### config.mk
export PLATFORM = sky130hd
export DESIGN_NAME = ascii_integer_parser
export DESIGN_NICKNAME = d
export VERILOG_FILES = /design/src/aip_pkg.sv /design/src/ascii_integer_parser.sv /design/src/aip_core.sv /design/src/aip_out_reg.sv
export VERILOG_INCLUDE_DIRS = /design/src /design/src/src
export SDC_FILE = /design/constraint.sdc
export NUM_CORES = 1
export LEC_CHECK = 0
export BUFFER_PORTS_ARGS = -buffer_cell sky130_fd_sc_hd__buf_4
export CORE_ASPECT_RATIO = 1.25
export CORE_UTILIZATION = 36
export CTS_CLUSTER_SIZE = 40
export DETAILED_ROUTE_END_ITERATION = 16
export GPL_ROUTABILITY_DRIVEN = 0
export HOLD_SLACK_MARGIN = 0.03
export PLACE_DENSITY = 0.51
export SETUP_SLACK_MARGIN = 0.2
export SLEW_MARGIN = 20
export SYNTH_ARGS = -nofsm -noshare
export SYNTH_HDL_FRONTEND = slang
export SYNTH_SLANG_ARGS = --single-unit
### constraint.sdc
create_clock -name clk_i -period 20.5 [get_ports clk_i]
set_input_delay 3.075 -clock clk_i [delete_from_list [all_inputs] [get_ports clk_i]]
set_output_delay 3.075 -clock clk_i [all_outputs]
set_load 0.01 [all_outputs]
### src/ascii_integer_parser_macros.svh
// Assertion helpers for the ASCII integer parser.
// Both expect clk_i and rst_ni in the scope of use.
`ifndef ASCII_INTEGER_PARSER_MACROS_SVH
`define ASCII_INTEGER_PARSER_MACROS_SVH

`ifndef NO_ASSERTIONS
`define AIP_ASSERT_SAME(label, ante, cons) \
  label: assert property (@(posedge clk_i) disable iff (!rst_ni) (ante) |-> (cons)) \
    else $error("aip: same-cycle check failed");
`define AIP_ASSERT_NEXT(label, ante, cons) \
  label: assert property (@(posedge clk_i) disable iff (!rst_ni) (ante) |=> (cons)) \
    else $error("aip: next-cycle check failed");
`else
`define AIP_ASSERT_SAME(label, ante, cons)
`define AIP_ASSERT_NEXT(label, ante, cons)
`endif

`endif

### src/aip_pkg.sv
`default_nettype none

package aip_pkg;

  localparam int unsigned ValW  = 32;
  localparam int unsigned MagW  = 31;
  localparam int unsigned CntW  = 16;
  localparam int unsigned BaseW = 6;

  localparam logic [MagW-1:0] MagMax = {MagW{1'b1}};
  localparam logic [CntW-1:0] CntMax = {CntW{1'b1}};

  typedef struct packed {
    logic signed [ValW-1:0] value;
    logic [CntW-1:0]        consumed;
  } res_t;

  typedef struct packed {
    logic             ok;
    logic [BaseW-1:0] val;
  } dig_t;

  // '0'..'9' -> 0..9, letters of either case -> 10..35
  function automatic dig_t digit_of(input logic [7:0] c);
    dig_t r;
    r.ok  = 1'b1;
    r.val = '0;
    if (c >= 8'h30 && c <= 8'h39) begin
      r.val = 6'(c - 8'h30);
    end else if (c >= 8'h41 && c <= 8'h5A) begin
      r.val = 6'(c - 8'h41 + 8'd10);
    end else if (c >= 8'h61 && c <= 8'h7A) begin
      r.val = 6'(c - 8'h61 + 8'd10);
    end else begin
      r.ok = 1'b0;
    end
    return r;
  endfunction

endpackage

`default_nettype wire

### src/ascii_integer_parser.sv
// A character transferred into the input stage is parsed once the result slot
// is free; its result, if any, is registered and shown on value_o/consumed_o.
// Throughput: one character per cycle while out_ready_i stays high.
// Reset (rst_ni low, asynchronous): radix goes to 0 (auto-detect), input and
// output stages empty, parser waits for the sign or first character.
`default_nettype none

module ascii_integer_parser (
  input  wire logic                      clk_i,
  input  wire logic                      rst_ni,
  // radix register write
  input  wire logic                      cfg_valid_i,
  output logic                           cfg_ready_o,
  input  wire logic [aip_pkg::BaseW-1:0] cfg_data_i,
  // character stream
  input  wire logic                      in_valid_i,
  output logic                           in_ready_o,
  input  wire logic [7:0]                ch_i,
  input  wire logic                      start_req_i,
  // parsed results
  output logic                           out_valid_o,
  input  wire logic                      out_ready_i,
  output logic signed [aip_pkg::ValW-1:0] value_o,
  output logic [aip_pkg::CntW-1:0]       consumed_o
);
  import aip_pkg::*;

  // radix register, always writable
  logic [BaseW-1:0] radix_q;

  // input stage
  logic       in_vld_q;
  logic [7:0] ch_q;
  logic       start_q;

  logic fire;
  logic out_free;
  logic emit;
  res_t res_new;
  res_t res_out;

  assign cfg_ready_o = 1'b1;

  always_ff @(posedge clk_i or negedge rst_ni) begin
    if (!rst_ni) begin
      radix_q <= '0;
    end else if (cfg_valid_i) begin
      radix_q <= cfg_data_i;
    end
  end

  // the held character is parsed once the result slot can take a transfer;
  // the parser state loop closes in that same cycle
  assign fire       = in_vld_q && out_free;
  assign in_ready_o = !in_vld_q || fire;

  always_ff @(posedge clk_i or negedge rst_ni) begin
    if (!rst_ni) begin
      in_vld_q <= 1'b0;
    end else if (in_ready_o) begin
      in_vld_q <= in_valid_i;
    end
  end

  always_ff @(posedge clk_i) begin
    if (in_valid_i && in_ready_o) begin
      ch_q    <= ch_i;
      start_q <= start_req_i;
    end
  end

  // sign / prefix / digit accumulate with 31-bit saturation
  aip_core u_core (
    .clk_i   (clk_i),
    .rst_ni  (rst_ni),
    .fire_i  (fire),
    .ch_i    (ch_q),
    .start_i (start_q),
    .radix_i (radix_q),
    .emit_o  (emit),
    .res_o   (res_new)
  );

  // result register: parts the result handshake from the parser
  aip_out_reg u_out (
    .clk_i   (clk_i),
    .rst_ni  (rst_ni),
    .load_i  (emit),
    .res_i   (res_new),
    .ready_i (out_ready_i),
    .free_o  (out_free),
    .valid_o (out_valid_o),
    .res_o   (res_out)
  );

  assign value_o    = res_out.value;
  assign consumed_o = res_out.consumed;

endmodule

`default_nettype wire

### src/aip_core.sv
`default_nettype none
`include "ascii_integer_parser_macros.svh"

module aip_core (
  input  wire logic                      clk_i,
  input  wire logic                      rst_ni,
  input  wire logic                      fire_i,
  input  wire logic [7:0]                ch_i,
  input  wire logic                      start_i,
  input  wire logic [aip_pkg::BaseW-1:0] radix_i,
  output logic                           emit_o,
  output aip_pkg::res_t                  res_o
);
  import aip_pkg::*;

  localparam logic [2:0] PhSign   = 3'd0;
  localparam logic [2:0] PhPrefix = 3'd1;
  localparam logic [2:0] PhZero   = 3'd2;
  localparam logic [2:0] PhDigits = 3'd3;
  localparam logic [2:0] PhDone   = 3'd4;

  localparam logic [7:0] ChMinus = 8'h2D;
  localparam logic [7:0] ChZero  = 8'h30;
  localparam logic [7:0] ChLowX  = 8'h78;
  localparam logic [7:0] ChUpX   = 8'h58;

  logic [2:0]       phase_q, phase_d;
  logic [MagW-1:0]  mag_q, mag_d;
  logic             neg_q, neg_d;
  logic [BaseW-1:0] base_q, base_d;
  logic [CntW-1:0]  cnt_q, cnt_d;

  logic [2:0]       ph;
  logic [MagW-1:0]  mag;
  logic             neg;
  logic [BaseW-1:0] base;
  logic [CntW-1:0]  cnt;
  logic             took;
  logic             inc;
  logic             emit;
  dig_t             dg;
  logic [36:0]      mul;
  logic [37:0]      acc;

  always_comb begin
    // start request wipes the parse before the char is looked at
    ph   = start_i ? PhSign : phase_q;
    mag  = start_i ? '0 : mag_q;
    neg  = start_i ? 1'b0 : neg_q;
    base = start_i ? '0 : base_q;
    cnt  = start_i ? '0 : cnt_q;

    dg   = digit_of(ch_i);
    took = 1'b0;
    inc  = 1'b0;
    emit = 1'b0;
    mul  = '0;
    acc  = '0;

    phase_d = ph;
    mag_d   = mag;
    neg_d   = neg;
    base_d  = base;

    if (ph == PhDone) begin
      took = 1'b1;
    end else if (ph == PhSign && ch_i == ChMinus) begin
      neg_d   = 1'b1;
      inc     = 1'b1;
      phase_d = PhPrefix;
      took    = 1'b1;
    end else if (ph == PhSign || ph == PhPrefix) begin
      if (radix_i == '0) begin
        if (ch_i == ChZero) begin
          base_d  = BaseW'(8);
          inc     = 1'b1;
          phase_d = PhZero;
          took    = 1'b1;
        end else begin
          base_d = BaseW'(10);
        end
      end else begin
        base_d = radix_i;
      end
    end else if (ph == PhZero) begin
      if (ch_i == ChLowX || ch_i == ChUpX) begin
        base_d  = BaseW'(16);
        inc     = 1'b1;
        phase_d = PhDigits;
        took    = 1'b1;
      end
    end

    if (!took) begin
      phase_d = PhDigits;
      mul = 37'(mag) * 37'(base_d);
      acc = 38'(mul) + 38'(dg.val);
      if (dg.ok && dg.val < base_d) begin
        mag_d = (acc > 38'(MagMax)) ? MagMax : acc[MagW-1:0];
        inc   = 1'b1;
      end else begin
        emit    = 1'b1;
        phase_d = PhDone;
      end
    end

    cnt_d = (inc && cnt != CntMax) ? cnt + 1'b1 : cnt;

    if (!neg) begin
      res_o.value = signed'({1'b0, mag});
    end else if (mag == MagMax) begin
      res_o.value = signed'({1'b1, {MagW{1'b0}}});
    end else begin
      res_o.value = signed'(ValW'(0) - {1'b0, mag});
    end
    res_o.consumed = cnt;
  end

  assign emit_o = fire_i && emit;

  always_ff @(posedge clk_i or negedge rst_ni) begin
    if (!rst_ni) begin
      phase_q <= PhSign;
      mag_q   <= '0;
      neg_q   <= 1'b0;
      base_q  <= '0;
      cnt_q   <= '0;
    end else if (fire_i) begin
      phase_q <= phase_d;
      mag_q   <= mag_d;
      neg_q   <= neg_d;
      base_q  <= base_d;
      cnt_q   <= cnt_d;
    end
  end

  `AIP_ASSERT_SAME(a_done_silent, fire_i && !start_i && phase_q == PhDone, !emit_o)
  `AIP_ASSERT_NEXT(a_emit_done, emit_o, phase_q == PhDone)
  `AIP_ASSERT_SAME(a_digits_base, phase_q == PhDigits, base_q != '0)

endmodule

`default_nettype wire

### src/aip_out_reg.sv
`default_nettype none

module aip_out_reg (
  input  wire logic          clk_i,
  input  wire logic          rst_ni,
  input  wire logic          load_i,
  input  wire aip_pkg::res_t res_i,
  input  wire logic          ready_i,
  output logic               free_o,
  output logic               valid_o,
  output aip_pkg::res_t      res_o
);
  import aip_pkg::*;

  logic vld_q;
  res_t res_q;

  // slot frees up in the same cycle its transfer completes
  assign free_o  = !vld_q || ready_i;
  assign valid_o = vld_q;
  assign res_o   = res_q;

  always_ff @(posedge clk_i or negedge rst_ni) begin
    if (!rst_ni) begin
      vld_q <= 1'b0;
    end else if (free_o) begin
      vld_q <= load_i;
    end
  end

  always_ff @(posedge clk_i) begin
    if (load_i && free_o) begin
      res_q <= res_i;
    end
  end

endmodule

`default_nettype wire

Word-level counts from Yosys, hierarchy flattened
Index checks and enable logic that the tools add are counted.
- add/sub/neg operators: 8
- magnitude comparators: 8
- $mul: 1
- reductions and logical operators: 18
- equality and inequality tests: 9
- mux-type cells: 47
- operators by type and width (kind ; number):
    31-bit 2-to-1 mux ; 5
    6-bit 2-to-1 mux ; 10
    37-bit by 6-bit adder with 38-bit output ; 1
    38-bit by 31-bit > comparator with 1-bit output, second input constant ; 1
    31-bit by 6-bit multiplier with 37-bit output ; 1
    16-bit 2-to-1 mux ; 2
    32-bit 2-to-1 mux ; 1
    1-bit by 31-bit subtractor with 32-bit output, first input constant ; 1
    31-bit == test, second input constant ; 1
    3-bit 2-to-1 mux ; 10
    1-bit 2-to-1 mux ; 18
    16-bit by 1-bit adder with 16-bit output, second input constant ; 1
    8-bit by 6-bit == test with 1-bit output, second input constant ; 2
    8-bit by 7-bit == test with 1-bit output, second input constant ; 2
    8-bit by 7-bit greater-or-equal comparator with 1-bit output, second input constant ; 2
    8-bit by 7-bit less-or-equal comparator with 1-bit output, second input constant ; 2
    16-bit inequality test, second input constant ; 1
    6-bit by 4-bit adder with 6-bit output, second input constant ; 2
    6-bit subtractor, second input constant ; 2
    1-bit logical AND ; 10
    8-bit by 6-bit greater-or-equal comparator with 1-bit output, second input constant ; 1
    8-bit by 6-bit less-or-equal comparator with 1-bit output, second input constant ; 1
    6-bit zero test ; 1
    6-bit < comparator ; 1
    8 further kinds ; 12
- input port bits: 20
- logic and storage cells: 104
- bits in registers: 122

Longest topological paths before layout
- word-level depth: 13
- gate-level depth with buffers: 29

By module
From an unflattened synthesis, not the netlist that was laid out.
- cell total of the unflattened synthesis: 1380
- area, all modules: 12567.1 um2
- by module, submodules not included (module ; instances ; cells an instance ; sequential area each (um2) ; area an instance (um2)):
    aip_core ; 1 ; 1299 ; 1426.4 ; 10488.8
    aip_out_reg ; 1 ; 52 ; 1466.4 ; 1495.2
    ascii_integer_parser ; 1 ; 29 ; 445.4 ; 583.1

Worst setup path before layout
No wires, ideal clock.
- path type: reg-to-reg
- start point: reg ch_q[4]
- end point: reg u_core.mag_q[28]
- period minus slack after synthesis: 7010 ps
- cell stages (with the launch flop): 28
- slack: 13490 ps
- arrival: 6889 ps
- cells stage by stage: edfxtp_1 > inv_1 > ha_1 > nand4_1 > o31a_1 > and2_0 > o21ai_1 > clkbuf_1 > nor2_1 > fa_1 > inv_1 > fa_1 > inv_1 > fa_1 > inv_1 > fa_1 > inv_1 > ha_1 > o211ai_1 > a21o_1 > a2111o_1 > a311oi_1 > o31ai_1 > a211oi_2 > nand4_1 > buf_2 > or4_1 > a22o_1
- cells in the longest elaborated chain, start to end: 13
- elaborated cells between the ends (all ways): 48
- RTL lines (what ; RTL line ; source):
    from (decl) ; ascii_integer_parser.sv:33 ; logic [7:0] ch_q;
    from (signal assigned) ; ascii_integer_parser.sv:67 ; ch_q <= ch_i;
    8-bit by 7-bit == test with 1-bit output ; aip_core.sv:86 ; if (ch_i == ChLowX || ch_i == ChUpX) begin
    1-bit logical OR ; aip_core.sv:86 ;
    6-bit 2-to-1 mux ; aip_core.sv:86 ;
    6-bit 2-to-1 mux ; aip_core.sv:85 ; end else if (ph == PhZero) begin
    6-bit 2-to-1 mux ; aip_core.sv:72 ; end else if (ph == PhSign || ph == PhPrefix) begin
    6-bit 2-to-1 mux ; aip_core.sv:67 ; end else if (ph == PhSign && ch_i == ChMinus) begin
    6-bit 2-to-1 mux ; aip_core.sv:65 ; if (ph == PhDone) begin
    31-bit by 6-bit multiplier with 37-bit output ; aip_core.sv:96 ; mul = 37'(mag) * 37'(base_d);
    37-bit by 6-bit adder with 38-bit output ; aip_core.sv:97 ; acc = 38'(mul) + 38'(dg.val);
    38-bit by 31-bit > comparator with 1-bit output ; aip_core.sv:99 ; mag_d = (acc > 38'(MagMax)) ? MagMax : acc[MagW-1:0];
    31-bit 2-to-1 mux ; aip_core.sv:99 ;
    31-bit 2-to-1 mux ; aip_core.sv:98 ; if (dg.ok && dg.val < base_d) begin
    31-bit 2-to-1 mux * ; aip_core.sv:94 ; if (!took) begin
    to (signal assigned) ; aip_core.sv:130 ; mag_q <= mag_d;
    to (decl) ; aip_core.sv:28 ; logic [MagW-1:0] mag_q, mag_d;
Every way passes the cells marked *; elsewhere a longest branch is shown, timed or not.
A chain may end at the register's enable or synchronous reset.

Worst setup path in the final report
- start point: reg ch_q[4]
- end point: reg u_core.mag_q[7]
The elaborated chain is that of the path after synthesis.

==> out/metrics.yaml <==
status: "completed"
power_density_nw_per_um2: 137
ir_drop_uv: 59.7
clkPwrFrac_pct: 14.8
drcViolationCount: 0
placedCellCount: 1898
final_cells: 1930
wl_per_cell_um: 18.5
ys.flop_type: "dfrtp_1"
row_count: 76
cts_tree: "built"
start_util_pct: 36.8
die-area_um2: 36100
syn_area_per_cell_um2: 8.92
yosys_warnings: 0
nets: 1688
async_flop_share_pct: 53.3
grt_setup_unrepaired: "false"
finalCritPeriodShare_pct: 42.9
synthAdderAreaFrac_pct: 28.6
vias: 10612
synth.distinct_cells: 70
vias_per_cell: 5.50
worst_slew_margin_rel_pct: 30.5
h-tree-depth: 4
p_int_mw: 0.954
cts_sinks: 122
clockRootBuffer: "clkbuf_16"
die_h_um: 212
antenna_found_initial: 0
critPathKind: "reg2reg"
n_antenna_cell: 0
synthSimpleGateAreaFrac_pct: 21.1
clockBufferDepth: 2
yosys_register_bits: 122
stdcell_area_um2: 14200
nFillCells: 3521
postCtsSetupBuffers: 0
cts_resized: 0
design.core.area_um2: 34600
worst_slew_pin_slew_ns: 1.04
critPathLaunchType: "flip-flop"
cts_buffers: 17
synth_top_family_by_area: "adder cells"
clk_pin_slew_ns: 0.06
path_max_fanout: 33
clkLatencyLatePin_ns: 0.44
synth-compound-area-share_pct: 14.0
register_area_um2: 3340
clock_skew_ns: 0.00915
hold_viol_final: 0
dpl.hpwl_um: 27500
io_buffers: 69
synth_edf_count: 57
ios: 71
power.total_mw: 1.94
post_synth_inst_count: 1427
die_x_um: 170
wl_um: 35700
required_ns: 20.77
cts-hold-fix-buffers: 0
multi_input_area_um2: 8860
cap_violations: 0
min_period_ns: 8.80
synth.area.mux_share_pct: 0.856
ys_seq_area_share_pct: 26.2
grt_max_degree: 66
power_frac_seq_pct: 22.3
grt_pass1_wl_um: 58900
grt-ovfl-total: 0
p_sw_share_pct: 50.8
holdCritPathClass: "reg2reg"
syn2layout_area_growth_pct: 11.6
whs_ns: 0.496
netlist_area_um2: 12700
synthXorXnorAreaFrac_pct: 4.89
placed_cell_area_um2: 13600
setup_viol: 0
switchingPower_mw: 0.986
p_comb_share_pct: 63.0
drive_above_1_share_pct: 9.10
end_kind: "flip-flop"
grt_pass1_vias: 10866
fin_tns_setup_ns: 0
fmax_ghz: 0.114
cp.arrival_ns: 9.07
drt_iter0_drc: 647
syn_nets: 1666
drtAntennaViolNets: 0
drtPass1Iterations: 4
drv_slew: 0
power_leakage_nw: 6.44
gr-usage-all-layers_pct: 21.1
state kept, by name (all words and copies together), names as in the netlist:
register,flops
u_core.mag_q,31
ch_q,8
radix_q,6
u_core.neg_q,1
start_q,1
u_out.res_o,48
u_core.phase_q,3
in_vld_q,1
u_core.cnt_q,16
u_out.valid_o,1
u_core.base_q,6
final timing paths:
path | to | startpoint | slack [ns] | depth (start not counted)
max in group asynchronous | u_core.mag_q[10]$_DFFE_PN0P_ | rst_ni | 17.15 | 1
hold / removal | u_core.base_q[1]$_DFFE_PN0P_ | u_core.base_q[1]$_DFFE_PN0P_ | 0.50 | 2
setup / recovery | u_core.mag_q[7]$_DFFE_PN0P_ | ch_q[4]$_DFFE_PP_ | 11.70 | 25
setup reg to reg | u_core.mag_q[7]$_DFFE_PN0P_ | ch_q[4]$_DFFE_PP_ | 11.70 | 25
hold reg to reg | u_core.base_q[1]$_DFFE_PN0P_ | u_core.base_q[1]$_DFFE_PN0P_ | 0.50 | 2
min in group asynchronous | u_core.cnt_q[2]$_DFFE_PN0P_ | rst_ni | 2.75 | 1
layout make-up:
type                    instances  share of cell area (%)
multi-input cells            1162                    62.4
flip-flops and latches        122                    23.5
repair buffers                 82                    4.34
well taps                     468                    4.13
clock buffers                  17                    3.00
inverters                      64                    1.69
clock inverters                15                   0.882
worst max-delay path, stage by stage, from the launching register on:
cell	delay, ns
edfxtp_1	0.47
inv_1	0.18
ha_1	0.21
nand4_1	0.20
o31ai_1	0.59
nor2_1	0.09
o21a_1	0.21
buf_4	0.27
nand2b_1	0.23
fa_1	0.49
fa_1	0.55
inv_1	0.06
fa_1	0.53
inv_1	0.05
fa_1	0.50
inv_1	0.04
ha_1	0.33
o211ai_1	0.11
a21o_1	0.20
a2111o_1	0.38
a311oi_1	0.53
o31ai_1	0.19
a211oi_2	0.20
nand4_1	0.83
nor2_1	0.96
a41oi_1	0.21
stage by stage:
stage               setup WS, ns  utilization (%)
finish                     11.70             41.0
global route               11.01             41.0
CTS                        11.70             41.0
detailed placement         11.71             39.4
global placement           11.89             39.4
floorplan                  13.49                -
power by group through the flow:
stage / Clock (mW) / Combinational [mW] / Sequential, mW
2_1_floorplan: 0 / 0.880 / 0.390
3_3_place_gp: 0 / 1.22 / 0.435
3_5_place_dp: 0 / 1.21 / 0.434
4_1_cts: 0.294 / 1.23 / 0.430
5_1_grt: 0.303 / 1.37 / 0.440
6_report: 0.287 / 1.22 / 0.432
synthesized netlist by cell type (29+ instances only):
cell | number | area (um^2)
nor2_1 | 270 | 1010
nand2_1 | 137 | 514
fa_1 | 120 | 2400
ha_1 | 99 | 1240
clkbuf_1 | 65 | 244
dfrtp_1 | 65 | 1630
inv_1 | 64 | 240
o21ai_0 | 62 | 310
a21oi_1 | 58 | 290
edfxtp_1 | 57 | 1710
xor2_1 | 42 | 368
nand3_1 | 31 | 155
xnor2_1 | 29 | 254
routing by layer:
layer  share of wire [%]  global-route usage, %
met5                   0                      0
met4                 2.8                   7.80
met3                 3.9                   2.46
met2                  51                   37.1
met1                  42                   26.5
placed cells by master, fill, tap and decap left out, types with 13 or more instances in the layout:
master	instances
nor2b_1	19
and3_1	13
dfrtp_1	65
ha_1	99
inv_1	63
a22o_1	20
nor3_1	23
a21oi_1	58
clkbuf_16	17
xor2_1	42
edfxtp_1	57
nand3_1	31
o31ai_1	20
buf_4	82
a21o_1	13
nand4_1	23
nand2_1	137
or4_1	16
xnor2_1	29
o21ai_0	62
nor2_1	270
and2_1	15
fa_1	120
o21a_1	13
kinds of logic (layout without fill, tap and decap cells):
group | count (synthesis) | after routing
flops | 122 | 122
compound gates | 267 | 267
other cells | 1 | 1
simple gates | 594 | 594
buf+inv | 143 | 178
mux | 10 | 10
xor+xnor | 71 | 71
fa+ha+maj | 219 | 219
Power figures use the tool's default switching activity.
